File: src/rtl/core/cppm_rssi_capture_decoder_defines.svh
//------------------------------------------------------------------------------
// cppm_rssi_capture_decoder_defines.svh
// Assertion macros for the CPPM / RSSI capture decoder.
//------------------------------------------------------------------------------
`ifndef CPPM_RSSI_CAPTURE_DECODER_DEFINES_SVH
`define CPPM_RSSI_CAPTURE_DECODER_DEFINES_SVH

`ifndef NO_ASSERTIONS
// same-cycle implication, checked on every rising edge outside reset
`define CRD_ASSERT_SAME(lbl, ante, cons) \
  lbl: assert property (@(posedge clk) disable iff (!rst_n) (ante) |-> (cons)) \
    else $error("cppm_rssi check failed");
// next-cycle implication
`define CRD_ASSERT_NEXT(lbl, ante, cons) \
  lbl: assert property (@(posedge clk) disable iff (!rst_n) (ante) |=> (cons)) \
    else $error("cppm_rssi check failed");
`else
`define CRD_ASSERT_SAME(lbl, ante, cons)
`define CRD_ASSERT_NEXT(lbl, ante, cons)
`endif

`endif

File: src/rtl/core/cppm_rssi_pkg.sv
//------------------------------------------------------------------------------
// cppm_rssi_pkg
// Shared types and constants of the CPPM / RSSI capture decoder.
//------------------------------------------------------------------------------
`default_nettype none

package cppm_rssi_pkg;

  localparam int TS_W     = 16;
  localparam int PCT_W    = 7;
  localparam int RATE_W   = 27;
  localparam int DIV_W    = 27;
  localparam int POS_W    = 5;
  localparam int IDX_W    = 4;
  localparam int CFG_IDX_W = 3;
  localparam int CFG_DATA_W = 27;

  localparam int NUM_CHANNELS_DEF = 8;
  localparam int TIMER_BITS_DEF   = 16;

  localparam logic [PCT_W-1:0]  RSSI_FULL = 7'd100;
  localparam logic [TS_W-1:0]   WEAK_MAX  = 16'hffff;

  localparam logic [TS_W-1:0]   SYNC_MIN_RST   = 16'd2700;
  localparam logic [TS_W-1:0]   SYNC_MAX_RST   = 16'd20000;
  localparam logic [PCT_W-1:0]  THRESH_RST     = 7'd20;
  localparam logic [TS_W-1:0]   TIMEOUT_RST    = 16'd100;
  localparam logic [RATE_W-1:0] TIMER_RATE_RST = 27'd1000000;

  typedef enum logic [CFG_IDX_W-1:0] {
    REG_INPUT_MODE  = 3'd0,
    REG_SYNC_MIN    = 3'd1,
    REG_SYNC_MAX    = 3'd2,
    REG_RSSI_THRESH = 3'd3,
    REG_RSSI_TMO    = 3'd4,
    REG_TIMER_RATE  = 3'd5
  } cfg_reg_t;

  typedef enum logic [2:0] {
    ST_IDLE,
    ST_EXEC,
    ST_RDBK,
    ST_DIV,
    ST_DONE
  } dec_state_t;

  typedef struct packed {
    logic            req_type;
    logic [TS_W-1:0] capture_value;
    logic [TS_W-1:0] rssi_high_time;
  } in_item_t;

  typedef struct packed {
    logic              link_active;
    logic              frame_sync;
    logic              channel_written;
    logic [IDX_W-1:0]  written_index;
    logic [TS_W-1:0]   pulse_width;
    logic [POS_W-1:0]  channels_in_frame;
    logic [PCT_W-1:0]  rssi_percent;
    logic [RATE_W-1:0] rssi_frequency_hz;
  } out_item_t;

endpackage

`default_nettype wire

File: src/rtl/core/cppm_rssi_ram.sv
//------------------------------------------------------------------------------
// cppm_rssi_ram
// Single-port synchronous RAM with registered read data.
//------------------------------------------------------------------------------
`default_nettype none

module cppm_rssi_ram #(
  parameter int WIDTH = 16,
  parameter int DEPTH = 8,
  localparam int AW = (DEPTH > 1) ? $clog2(DEPTH) : 1
) (
  input  wire logic             clk,
  input  wire logic             we,
  input  wire logic             re,
  input  wire logic [AW-1:0]    addr,
  input  wire logic [WIDTH-1:0] wdata,
  output logic      [WIDTH-1:0] rdata
);

  logic [WIDTH-1:0] mem [DEPTH];
  logic [WIDTH-1:0] rdata_r;

  always_ff @(posedge clk) begin
    if (we) begin
      mem[addr] <= wdata;
    end
    if (re) begin
      rdata_r <= mem[addr];
    end
  end

  assign rdata = rdata_r;

endmodule

`default_nettype wire

File: src/rtl/core/cppm_rssi_div.sv
//------------------------------------------------------------------------------
// cppm_rssi_div
// Two-lane restoring divider: two dividends over one 16-bit divisor, one
// quotient bit per lane each cycle.
//------------------------------------------------------------------------------
`default_nettype none

module cppm_rssi_div
  import cppm_rssi_pkg::*;
(
  input  wire logic             clk,
  input  wire logic             rst_n,
  input  wire logic             start,
  input  wire logic [TS_W-1:0]  divisor,
  input  wire logic [DIV_W-1:0] dividend_a,
  input  wire logic [DIV_W-1:0] dividend_b,
  output logic                  done,
  output logic      [DIV_W-1:0] quot_a,
  output logic      [DIV_W-1:0] quot_b
);

  localparam int CNT_W = $clog2(DIV_W);

  logic             busy_r, busy_nxt;
  logic             done_r, done_nxt;
  logic [CNT_W-1:0] cnt_r, cnt_nxt;
  logic [TS_W-1:0]  div_r, div_nxt;
  logic [TS_W-1:0]  rem_a_r, rem_a_nxt, rem_b_r, rem_b_nxt;
  logic [DIV_W-1:0] dvd_a_r, dvd_a_nxt, dvd_b_r, dvd_b_nxt;

  logic [TS_W:0] sh_a, sh_b, dext;
  logic          ge_a, ge_b;

  always_comb begin
    dext = {1'b0, div_r};
    sh_a = {rem_a_r, dvd_a_r[DIV_W-1]};
    sh_b = {rem_b_r, dvd_b_r[DIV_W-1]};
    ge_a = (sh_a >= dext);
    ge_b = (sh_b >= dext);

    busy_nxt  = busy_r;
    done_nxt  = 1'b0;
    cnt_nxt   = cnt_r;
    div_nxt   = div_r;
    rem_a_nxt = rem_a_r;
    rem_b_nxt = rem_b_r;
    dvd_a_nxt = dvd_a_r;
    dvd_b_nxt = dvd_b_r;

    if (start) begin
      busy_nxt  = 1'b1;
      cnt_nxt   = CNT_W'(DIV_W - 1);
      div_nxt   = divisor;
      rem_a_nxt = '0;
      rem_b_nxt = '0;
      dvd_a_nxt = dividend_a;
      dvd_b_nxt = dividend_b;
    end else if (busy_r) begin
      // shift in the next dividend bit, subtract where it fits
      rem_a_nxt = ge_a ? TS_W'(sh_a - dext) : sh_a[TS_W-1:0];
      rem_b_nxt = ge_b ? TS_W'(sh_b - dext) : sh_b[TS_W-1:0];
      dvd_a_nxt = {dvd_a_r[DIV_W-2:0], ge_a};
      dvd_b_nxt = {dvd_b_r[DIV_W-2:0], ge_b};
      if (cnt_r == '0) begin
        busy_nxt = 1'b0;
        done_nxt = 1'b1;
      end else begin
        cnt_nxt = cnt_r - 1'b1;
      end
    end
  end

  always_ff @(posedge clk) begin
    if (!rst_n) begin
      busy_r <= 1'b0;
      done_r <= 1'b0;
      cnt_r  <= '0;
    end else begin
      busy_r <= busy_nxt;
      done_r <= done_nxt;
      cnt_r  <= cnt_nxt;
    end
    div_r   <= div_nxt;
    rem_a_r <= rem_a_nxt;
    rem_b_r <= rem_b_nxt;
    dvd_a_r <= dvd_a_nxt;
    dvd_b_r <= dvd_b_nxt;
  end

  assign done   = done_r;
  assign quot_a = dvd_a_r;
  assign quot_b = dvd_b_r;

endmodule

`default_nettype wire

File: src/rtl/core/cppm_rssi_capture_decoder.sv
//------------------------------------------------------------------------------
// cppm_rssi_capture_decoder
// Path: a CPPM edge, a zero period or PWM mode passes the execute and done
//   states; a stored channel width adds a read back from the channel RAM; an
//   RSSI event waits in the divide state for the 27-step two-lane divider.
// Flow: one word at a time; the next input word is taken once the result
//   sits in the output register.
// Reset: synchronous; clears link, counters and RSSI values, restores register
//   defaults. The channel RAM is not cleared: each entry is written before read.
//------------------------------------------------------------------------------
`default_nettype none
`include "cppm_rssi_capture_decoder_defines.svh"

module cppm_rssi_capture_decoder
  import cppm_rssi_pkg::*;
#(
  parameter int NUM_CHANNELS = NUM_CHANNELS_DEF,
  parameter int TIMER_BITS   = TIMER_BITS_DEF
) (
  input  wire logic                  clk,
  input  wire logic                  rst_n,
  input  wire logic                  in_valid,
  output logic                       in_stall,
  input  wire in_item_t              in_data,
  output logic                       out_valid,
  input  wire logic                  out_stall,
  output out_item_t                  out_data,
  input  wire logic                  cfg_valid,
  output logic                       cfg_ready,
  input  wire logic [CFG_IDX_W-1:0]  cfg_index,
  input  wire logic [CFG_DATA_W-1:0] cfg_wdata
);

  localparam int AW = (NUM_CHANNELS > 1) ? $clog2(NUM_CHANNELS) : 1;
  localparam int CW = (TIMER_BITS > TS_W) ? TIMER_BITS : TS_W;

  // configuration
  logic              cfg_mode_r;
  logic [TS_W-1:0]   cfg_sync_min_r, cfg_sync_max_r, cfg_tmo_r;
  logic [PCT_W-1:0]  cfg_thresh_r;
  logic [RATE_W-1:0] cfg_rate_r;

  // decoder state
  dec_state_t        state_r, state_nxt;
  in_item_t          item_r, item_nxt;
  logic [TIMER_BITS-1:0] last_ts_r, last_ts_nxt;
  logic [POS_W-1:0]  chan_pos_r, chan_pos_nxt;
  logic              link_up_r, link_up_nxt;
  logic [POS_W-1:0]  frame_cnt_r, frame_cnt_nxt;
  logic [TS_W-1:0]   weak_cnt_r, weak_cnt_nxt;
  logic [PCT_W-1:0]  duty_r, duty_nxt;
  logic [RATE_W-1:0] freq_r, freq_nxt;
  logic              sync_r, sync_nxt;
  logic              written_r, written_nxt;
  logic [IDX_W-1:0]  widx_r, widx_nxt;
  logic              out_valid_r, out_valid_nxt;
  out_item_t         out_data_r, out_data_nxt;

  logic              in_accept, out_load;
  logic [TIMER_BITS-1:0] ts, interval;
  logic [CW-1:0]     ival_c;
  logic              is_gap, in_win;
  logic [TS_W-1:0]   width16;
  logic [22:0]       duty_num;
  logic [PCT_W-1:0]  duty_sat;

  logic              ram_we, ram_re;
  logic [AW-1:0]     ram_addr;
  logic [TS_W-1:0]   ram_rdata;

  logic              div_start, div_done;
  logic [DIV_W-1:0]  quot_a, quot_b;

  assign in_accept = in_valid && !in_stall;
  assign in_stall  = (state_r != ST_IDLE);
  assign cfg_ready = 1'b1;

  always_ff @(posedge clk) begin
    if (!rst_n) begin
      cfg_mode_r     <= 1'b0;
      cfg_sync_min_r <= SYNC_MIN_RST;
      cfg_sync_max_r <= SYNC_MAX_RST;
      cfg_thresh_r   <= THRESH_RST;
      cfg_tmo_r      <= TIMEOUT_RST;
      cfg_rate_r     <= TIMER_RATE_RST;
    end else if (cfg_valid && cfg_ready) begin
      case (cfg_reg_t'(cfg_index))
        REG_INPUT_MODE:  cfg_mode_r     <= cfg_wdata[0];
        REG_SYNC_MIN:    cfg_sync_min_r <= cfg_wdata[TS_W-1:0];
        REG_SYNC_MAX:    cfg_sync_max_r <= cfg_wdata[TS_W-1:0];
        REG_RSSI_THRESH: cfg_thresh_r   <= cfg_wdata[PCT_W-1:0];
        REG_RSSI_TMO:    cfg_tmo_r      <= cfg_wdata[TS_W-1:0];
        REG_TIMER_RATE:  cfg_rate_r     <= cfg_wdata[RATE_W-1:0];
        default: ;
      endcase
    end
  end

  // interval with timer wrap, compared at the wider of timer and field width
  always_comb begin
    ts       = TIMER_BITS'(item_r.capture_value);
    interval = ts - last_ts_r;
    ival_c   = CW'(interval);
    is_gap   = ival_c > CW'(cfg_sync_min_r);
    in_win   = ival_c < CW'(cfg_sync_max_r);
    width16  = TS_W'(interval);
    duty_num = 23'(item_r.rssi_high_time) * 23'(RSSI_FULL);
    duty_sat = (quot_a > DIV_W'(RSSI_FULL)) ? RSSI_FULL : quot_a[PCT_W-1:0];
  end

  always_comb begin
    state_nxt     = state_r;
    item_nxt      = item_r;
    last_ts_nxt   = last_ts_r;
    chan_pos_nxt  = chan_pos_r;
    link_up_nxt   = link_up_r;
    frame_cnt_nxt = frame_cnt_r;
    weak_cnt_nxt  = weak_cnt_r;
    duty_nxt      = duty_r;
    freq_nxt      = freq_r;
    sync_nxt      = sync_r;
    written_nxt   = written_r;
    widx_nxt      = widx_r;
    ram_we        = 1'b0;
    ram_re        = 1'b0;
    ram_addr      = chan_pos_r[AW-1:0];
    div_start     = 1'b0;
    out_load      = 1'b0;

    case (state_r)
      ST_IDLE: begin
        if (in_accept) begin
          item_nxt  = in_data;
          state_nxt = ST_EXEC;
        end
      end

      ST_EXEC: begin
        sync_nxt    = 1'b0;
        written_nxt = 1'b0;
        widx_nxt    = '0;
        state_nxt   = ST_DONE;
        if (!cfg_mode_r && !item_r.req_type) begin
          last_ts_nxt = ts;
          if (link_up_r) begin
            if (is_gap) begin
              frame_cnt_nxt = chan_pos_r;
              chan_pos_nxt  = '0;
              sync_nxt      = 1'b1;
            end else if (chan_pos_r >= POS_W'(NUM_CHANNELS)) begin
              // no sync after a full frame: drop the link
              link_up_nxt = 1'b0;
            end else begin
              ram_we       = 1'b1;
              written_nxt  = 1'b1;
              widx_nxt     = IDX_W'(chan_pos_r);
              chan_pos_nxt = chan_pos_r + 1'b1;
              state_nxt    = ST_RDBK;
            end
          end else if (is_gap && in_win && (weak_cnt_r <= cfg_tmo_r)) begin
            chan_pos_nxt = '0;
            link_up_nxt  = 1'b1;
          end
        end else if (!cfg_mode_r) begin
          if (item_r.capture_value == '0) begin
            duty_nxt = '0;
            freq_nxt = '0;
          end else begin
            div_start = 1'b1;
            state_nxt = ST_DIV;
          end
        end
      end

      ST_RDBK: begin
        ram_re    = 1'b1;
        ram_addr  = widx_r[AW-1:0];
        state_nxt = ST_DONE;
      end

      ST_DIV: begin
        if (div_done) begin
          duty_nxt = duty_sat;
          freq_nxt = quot_b;
          if (duty_sat < cfg_thresh_r) begin
            if (weak_cnt_r > cfg_tmo_r) begin
              link_up_nxt = 1'b0;
            end else if (weak_cnt_r != WEAK_MAX) begin
              weak_cnt_nxt = weak_cnt_r + 1'b1;
            end
          end else begin
            weak_cnt_nxt = '0;
          end
          state_nxt = ST_DONE;
        end
      end

      ST_DONE: begin
        // hold the result until the output register frees up
        if (!out_valid_r || !out_stall) begin
          out_load  = 1'b1;
          state_nxt = ST_IDLE;
        end
      end

      default: state_nxt = ST_IDLE;
    endcase

    out_valid_nxt = (out_valid_r && out_stall) || out_load;
    out_data_nxt  = out_data_r;
    if (out_load) begin
      out_data_nxt.link_active       = link_up_r;
      out_data_nxt.frame_sync        = sync_r;
      out_data_nxt.channel_written   = written_r;
      out_data_nxt.written_index     = widx_r;
      out_data_nxt.pulse_width       = written_r ? ram_rdata : '0;
      out_data_nxt.channels_in_frame = frame_cnt_r;
      out_data_nxt.rssi_percent      = duty_r;
      out_data_nxt.rssi_frequency_hz = freq_r;
    end
  end

  always_ff @(posedge clk) begin
    if (!rst_n) begin
      state_r     <= ST_IDLE;
      last_ts_r   <= '0;
      chan_pos_r  <= '0;
      link_up_r   <= 1'b0;
      frame_cnt_r <= '0;
      weak_cnt_r  <= '0;
      duty_r      <= '0;
      freq_r      <= '0;
      sync_r      <= 1'b0;
      written_r   <= 1'b0;
      widx_r      <= '0;
      out_valid_r <= 1'b0;
    end else begin
      state_r     <= state_nxt;
      last_ts_r   <= last_ts_nxt;
      chan_pos_r  <= chan_pos_nxt;
      link_up_r   <= link_up_nxt;
      frame_cnt_r <= frame_cnt_nxt;
      weak_cnt_r  <= weak_cnt_nxt;
      duty_r      <= duty_nxt;
      freq_r      <= freq_nxt;
      sync_r      <= sync_nxt;
      written_r   <= written_nxt;
      widx_r      <= widx_nxt;
      out_valid_r <= out_valid_nxt;
    end
    item_r     <= item_nxt;
    out_data_r <= out_data_nxt;
  end

  assign out_valid = out_valid_r;
  assign out_data  = out_data_r;

  cppm_rssi_ram #(
    .WIDTH (TS_W),
    .DEPTH (NUM_CHANNELS)
  ) u_chan_ram (
    .clk   (clk),
    .we    (ram_we),
    .re    (ram_re),
    .addr  (ram_addr),
    .wdata (width16),
    .rdata (ram_rdata)
  );

  cppm_rssi_div u_div (
    .clk        (clk),
    .rst_n      (rst_n),
    .start      (div_start),
    .divisor    (item_r.capture_value),
    .dividend_a (DIV_W'(duty_num)),
    .dividend_b (DIV_W'(cfg_rate_r)),
    .done       (div_done),
    .quot_a     (quot_a),
    .quot_b     (quot_b)
  );

  `CRD_ASSERT_SAME(a_pos_bound, 1'b1, chan_pos_r <= POS_W'(NUM_CHANNELS))
  `CRD_ASSERT_SAME(a_duty_bound, 1'b1, duty_r <= RSSI_FULL)
  `CRD_ASSERT_SAME(a_div_owner, div_done, state_r == ST_DIV)
  `CRD_ASSERT_SAME(a_write_link, out_valid_r && out_data_r.channel_written, out_data_r.link_active)
  `CRD_ASSERT_NEXT(a_accept_exec, in_valid && !in_stall, state_r == ST_EXEC)

endmodule

`default_nettype wire
File: config.mk
export PLATFORM = sky130hd
export DESIGN_NAME = cppm_rssi_capture_decoder
export DESIGN_NICKNAME = d
export VERILOG_FILES = /design/src/rtl/core/cppm_rssi_pkg.sv /design/src/rtl/core/cppm_rssi_ram.sv /design/src/rtl/core/cppm_rssi_div.sv /design/src/rtl/core/cppm_rssi_capture_decoder.sv
export VERILOG_INCLUDE_DIRS = /design/src /design/src/rtl/core
export SDC_FILE = /design/constraint.sdc
export NUM_CORES = 1
export LEC_CHECK = 0
export BUFFER_PORTS_ARGS = -buffer_cell sky130_fd_sc_hd__clkbuf_2
export CORE_MARGIN = 5
export CORE_UTILIZATION = 35
export DETAILED_ROUTE_END_ITERATION = 8
export PLACE_DENSITY = 0.49
export SLEW_MARGIN = 20
export SYNTH_ARGS = -nofsm -noshare
export SYNTH_HDL_FRONTEND = slang
export SYNTH_SLANG_ARGS = --single-unit
File: constraint.sdc
create_clock -name clk -period 5.8 [get_ports clk]
set_clock_uncertainty 0.1 [all_clocks]
set_input_delay 0.58 -clock clk [delete_from_list [all_inputs] [get_ports clk]]
set_output_delay 0.58 -clock clk [all_outputs]
set_load 0.005 [all_outputs]
* Word level (Yosys, flattened, before mapping)
Memories as Yosys holds them, arrays and structs flattened. A register that Yosys moved wholly into a read port is not among the register bits. Index checks and enable logic that the tools add are counted.
Cells by class: add/sub/neg operators 6, multipliers 1, divide/modulo/power cells 0, magnitude comparators 9, equal/unequal tests 23, shift-type cells 0, multiplexer cells 71, bitwise gates (word level) 3, reduce and logical (&&, ||, !) cells 38
Operator list (count):
- 2-to-1 mux 27 bit | 6
- 2-to-1 mux 16 bit | 5
- case mux 27 bit (2 select lines) | 1
- subtractor 16 bit | 3
- 2-to-1 mux 23 bit | 2
- 2-to-1 mux 5 bit | 7
- 2-to-1 mux 7 bit | 5
- >= comparator 17 x 16 -> 1 bit | 2
- > comparator 16 bit | 2
- 2-to-1 mux 3 bit | 10
- 2-to-1 mux 1 bit | 28
- > comparator 27 x 7 -> 1 bit, second input constant | 1
- multiplier 16 x 5 -> 21 bit, second input constant | 1
- inequality test 2 bit, second input constant | 10
- AND reduction 2 bit | 10
- adder 16 x 1 -> 16 bit, second input constant | 1
- <= comparator 16 bit | 1
- logical NOT 16 bit | 1
- less-than comparator 16 bit | 1
- 2-to-1 mux 4 bit | 4
- inequality test 16 bit, second input constant | 1
- case mux 3 bit (5 select lines) | 1
- case mux 7 bit (2 select lines) | 1
- == test 3 x 2 -> 1 bit, second input constant | 4
- other kinds (22) | 43
Storage, ports and cells: bits in registers 374, bits in latches 0, RAM bits 128, ROM bits 0, input bits 68, memories 1
Memory list:
- u_chan_ram.mem | depth 8, bits a word 16, rd ports 1, clocked after Yosys merged registers in 1, wr ports 1, RTL line cppm_rssi_ram.sv:20 | logic [WIDTH-1:0] mem [DEPTH];

* Depth between registers and ports, before layout
word-level depth 8, gate-level depth with buffers 21, gate-level depth less buffers 21

* Cells and area by module
From an unflattened synthesis, not the netlist that was laid out.
Second synthesis, totals: cells, all modules 2178, area, all modules 24598.6 um^2
By module, submodules not included:
- cppm_rssi_capture_decoder | times used 1, cells an instance 1397, area each 13211.4 um^2
- cppm_rssi_div | times used 1, cells an instance 543, area each 5934.4 um^2
- cppm_rssi_ram | times used 1, cells an instance 238, area each 5452.7 um^2

* Worst setup path after synthesis
OpenSTA, ideal clock, no wires.
path kind flip-flop to flip-flop, start reg item_r (netlist bit ts[0]), end mem u_chan_ram.mem[6][0], enable pin, setup time 0.409 ns, data arrival time 5.199 ns, data required time 5.291 ns, path slack 0.092 ns, stages on the path, launching flop included 20, path buffers 0, path through edfxtp_1 -> inv_1 -> ha_1 -> inv_1 -> fa_1 -> a21o_1 -> a21oi_1 -> o21ai_0 -> a31oi_1 -> a21oi_1 -> a21o_1 -> a21oi_1 -> xnor2_1 -> ha_1 -> a21o_1 -> a211oi_1 -> a21boi_1 -> nor4b_2 -> nand2_1 -> nor3_1
On the way: cells in the longest elaborated chain, start to end 8
Ends and longest elaborated chain:
- from (decl) | RTL line cppm_rssi_capture_decoder.sv:45 | in_item_t item_r, item_nxt;
- from (signal assigned) | RTL line cppm_rssi_capture_decoder.sv:251 | item_r <= item_nxt;
- subtractor 16 bit | RTL line cppm_rssi_capture_decoder.sv:102 | interval = ts - last_ts_r;
- net interval[14] | RTL line cppm_rssi_capture_decoder.sv:60 | logic [TIMER_BITS-1:0] ts, interval;
- > comparator 16 bit | RTL line cppm_rssi_capture_decoder.sv:104 | is_gap = ival_c > CW'(cfg_sync_min_r);
- 2-to-1 mux 1 bit | RTL line cppm_rssi_capture_decoder.sv:146 | if (is_gap) begin
- 2-to-1 mux 1 bit | RTL line cppm_rssi_capture_decoder.sv:145 | if (link_up_r) begin
- 2-to-1 mux 1 bit | RTL line cppm_rssi_capture_decoder.sv:143 | if (!cfg_mode_r && !item_r.req_type) begin
- 2-to-1 mux 1 bit | RTL line cppm_rssi_capture_decoder.sv:130 | case (state_r)
- 2-to-1 mux 1 bit | RTL line cppm_rssi_ram.sv:24 | if (we) begin
- 2-to-1 mux 1 bit (not written as such) | RTL line cppm_rssi_ram.sv:25 | mem[addr] <= wdata;
- to (decl) | RTL line cppm_rssi_ram.sv:20
The timed path passes the listed nets, and every way through them passes these cells.

* Worst setup path in the final report
start reg item_r (netlist bit ts[0]), end mem u_chan_ram.mem[4][6], enable pin
The elaborated chain is that of the path after synthesis.

==> summary.md <==
| Metric | Value |
|---|---|
| Status | finished clean |
| Crit Path Max Fanout | 12 |
| Largest family of logic cells by synthesized area | simple AND/OR/NAND/NOR gates |
| Slew Limit Fails | 0 |
| Arrival time at the worst endpoint | between 5000 and 6000 ps |
| Total power | 9.88 mW |
| Leakage | 10.8 nW |
| CTS buffer count | 56 |
| Cell Area, Synth | 24500 sq um |
| Main flop type after synthesis | edfxtp_1 |
| Post-synth EDFFs | 303 |
| Setup TNS | 0 ps |
| Worst-Margin Slew | 1030 ps |
| Largest net degree at the start of global routing | between 100 and 150 |
| Hold slack final | 51.2 ps |
| Synth Area in Simple Gates | 0.157 |
| HPWL after DPL | 45900 microns |
| Seq/Total Area, Yosys | 0.547 |
| Cells after Synth | 2391 |
| Die H | 275 microns |
| Via-to-Cell Ratio | 5.07 |
| DR pass1 iterations | 5 |
| Vias | about 18000 |
| Max clock buf depth | 3 |
| Cell internal pwr | between 7 and 8 mW |
| Initial antenna violation count | 8 |
| Top-Level Pins | roughly 130 |
| Clock latency on the worst-skew pair | 630 ps |
| Core area | around 70000 sq um |
| Setup Fix Bufs, Post-CTS | 0 |
| Required @ worst endpoint | 6020 ps |
| Final worst-path cycle share | 0.935 |
| # clock sinks | 518 |
| WS Path Type | reg2reg |
| Starting Density | 0.352 |
| Layout cells sized above 1 | 0.119 |
| Overflow left after global routing | 0 |
| Clock transition at path regs | 60 ps |
| Final Hold Viols | 0 |
| Worst slack, placed | 137 ps |
| DRC viols | 0 |
| Combinational Power Share | 0.208 |
| RSZ-0062 raised after global routing | false |
| Global-route wire length before repair | slightly above 100000 microns |
| Die Area | between 70000 and 80000 sq um |
| Layout area overhead | 15.8% |
| CP Capture Type | flip-flop |
| FF-to-FF setup slack | about 370 ps |
| Fmax | approximately 180 MHz |
| Rel. slew slack | 0.309 |
| Post-synthesis mux area share | 0.0148 |
| Num rows | slightly below 100 |
| Avg WL per Cell | 18.6 microns |
| Final antenna-violating net count | 0 |
| Die width | 275 microns |
| CTS tree | built |
| Setup ws final | 375 ps |
| PortBufs | 131 |
| Syn Area/Cell | 10.2 sq um |
| PD cells | 348 nW/um^2 |
| Vias in the first global route | 17700 |
| Post-synthesis adder-cell area fraction | 0.0916 |
| Sw power | 2.86 mW |
| Switch share | 0.290 |
| Post-synthesis xor/xnor area fraction | 0.0182 |
| H-tree levels | 2 |
| Setup Viol. Count Final | 0 |
| CP Cell Sequence | inv_1 -> ha_1 -> inv_1 -> fa_1 -> a21o_1 -> a21oi_1 -> o21ai_0 -> a31oi_1 -> a21oi_1 -> a21o_1 -> a21oi_1 -> xnor2_1 -> ha_1 -> a21o_1 -> a211oi_1 -> a21boi_1 -> nor4b_2 -> nand2_1 -> nor2_2 -> buf_4 |
| Synth cell types | 80 |
| Max_cap viols | 0 |
| Compound-Gate Fraction of Synth Area | 0.130 |
| Nets | 2772 |
| CP startpoint kind | flip-flop |
| Worst path max stage delay | 450 ps |
| Flops & latches, synth | 518 |
| GPL Wtd Cong | about 0.84 |
| Syn Nets | between 2000 and 3000 |
| Post-synth ARST share | 0 |
| Sequential Power Share | 0.433 |
| Root Buffer | clkbuf_16 |
| Slowest stage cell, crit path | edfxtp_1 |
| Overall Global Routing Usage | 0.172 |
| # fillers | between 6000 and 7000 |
| Crit path time final | 5430 ps |
| Synth warn | 0 |
| Routed WL | ~66000 microns |
| Hold WC Path Type | in2reg |
| VDD IR max | 234 uV |
| Number of DRC markers in iteration 0 | 1133 |
| Clock power share | 0.358 |
-- logic make-up (layout without fill, tap and decap cells) --
kind of cell             after synthesis  count (layout)
other                                  1               6
buffers and inverters                263             453
AO/OA/AOI/OAI                        509             509
multiplexers                          36              36
adder cells (fa/ha/maj)              171             171
flip-flops                           518             518
AND/OR/NAND/NOR                      842             842
XOR/XNOR                              51              51
-- worst paths after layout --
kind,to,from,cells after the start
setup reg to reg,u_chan_ram.mem[4][6],ts[0],20
hold / removal,item_r[8],in_data[8],1
hold reg to reg,out_data[16],freq_r[16],0
setup / recovery,u_chan_ram.mem[4][6],ts[0],20
-- synthesized netlist by cell type (all sizes together) (12+ instances only) --
master	number	area, sq um
nand4	20	125
clkbuf	85	319
a21oi	222	1120
mux2i	34	340
nor2b	19	119
buf	14	73.8
and2	29	181
dfxtp	215	4300
a31oi	15	100
ha	157	1960
or3	17	106
nor4	12	87.6
a21o	30	225
inv	164	616
xnor2	34	298
nor2	118	450
a211oi	32	240
nor3	23	126
nand3	101	505
and3	15	93.8
o22ai	13	81.3
o21ai	73	365
a22oi	17	128
nand2	432	1620
fa	14	280
o21a	14	105
o211ai	31	233
xor2	17	149
edfxtp	303	9100
-- cells in the final DEF, fill, tap and decap left out, types with 63 or more instances in the layout --
cell      count
nand3_1     100
edfxtp_1    303
dfxtp_1     214
o21ai_0      63
nor2_1      113
ha_1        157
a21oi_1     216
nand2_1     432
inv_1       160
clkbuf_2    131
-- registers in the layout, summed over array words and instances, names as in the netlist, 5 cells and up --
| register | count |
|---|---|
| cfg_rate_r | 27 |
| u_div.quot_b | 27 |
| ts | 16 |
| out_data | 62 |
| last_ts_r | 16 |
| frame_cnt_r | 5 |
| weak_cnt_r | 16 |
| cfg_thresh_r | 7 |
| u_chan_ram.rdata | 16 |
| cfg_tmo_r | 16 |
| cfg_sync_min_r | 16 |
| u_div.cnt_r | 5 |
| freq_r | 27 |
| u_div.rem_a_r | 16 |
| duty_r | 7 |
| u_div.rem_b_r | 16 |
| item_r | 17 |
| u_div.quot_a | 27 |
| chan_pos_r | 5 |
| u_div.div_r | 16 |
| cfg_sync_max_r | 16 |
| u_chan_ram.mem | 128 |
-- per-layer routing --
| layer | wire [microns] | up-vias | global-route usage |
|---|---|---|---|
| li1 | - | 8796 | - |
| met1 | 31100 | 8626 | 0.240 |
| met2 | 29500 | 376 | 0.277 |
| met3 | 3600 | 84 | 0.0331 |
| met4 | 1330 | 4 | 0.0396 |
| met5 | 32 | - | 0 |
-- power by group through the flow --
stage          sequential, mW  combinational [mW]  clock [mW]
6_report                 4.28                2.06        3.54
5_1_grt                  4.30                2.33        3.82
3_5_place_dp             4.36                2.05           0
3_3_place_gp             4.36                2.03           0
2_1_floorplan            4.31                1.52           0
4_1_cts                  4.28                2.07        3.66
-- worst max-delay path: cells and delay by family, from the launching register on --
kind                     cells  cell delay, ps
buffers and inverters        3             420
flip-flops                   1             450
AND/OR/NAND/NOR              3             980
XOR/XNOR                     1             200
AO/OA/AOI/OAI               10            2140
adder cells (fa/ha/maj)      3             870
-- metrics by stage --
stage / utilization / std cells / instance area, sq um
after CTS: 0.406 / 3520 / 28300
after detailed placement: 0.378 / 3405 / 26400
after global routing: 0.407 / 3523 / 28300
after floorplan: - / 2391 / 24500
final: 0.407 / 3526 / 28400
after global placement: 0.378 / 3405 / 26400
-- repair_timing --
item                                    in CTS  in global routing
hold buffers                                 9                  0
endpoints found under the hold margin        9                  0
resized for setup                            0                  3
endpoints found under the setup margin       0                124
-- cell type report --
cell class / instances / area, sq um / share of cell area
diodes: 5 / 12.5 / 0.000441
multi-input cells: 1610 / 10200 / 0.360
well taps: 940 / 1180 / 0.0415
repair buffers: 183 / 1100 / 0.0388
flip-flops and latches: 518 / 13400 / 0.473
inverters: 164 / 619 / 0.0218
clock inverters: 30 / 275 / 0.00971
clock buffers: 76 / 1560 / 0.0550
Power figures use the tool's default switching activity.
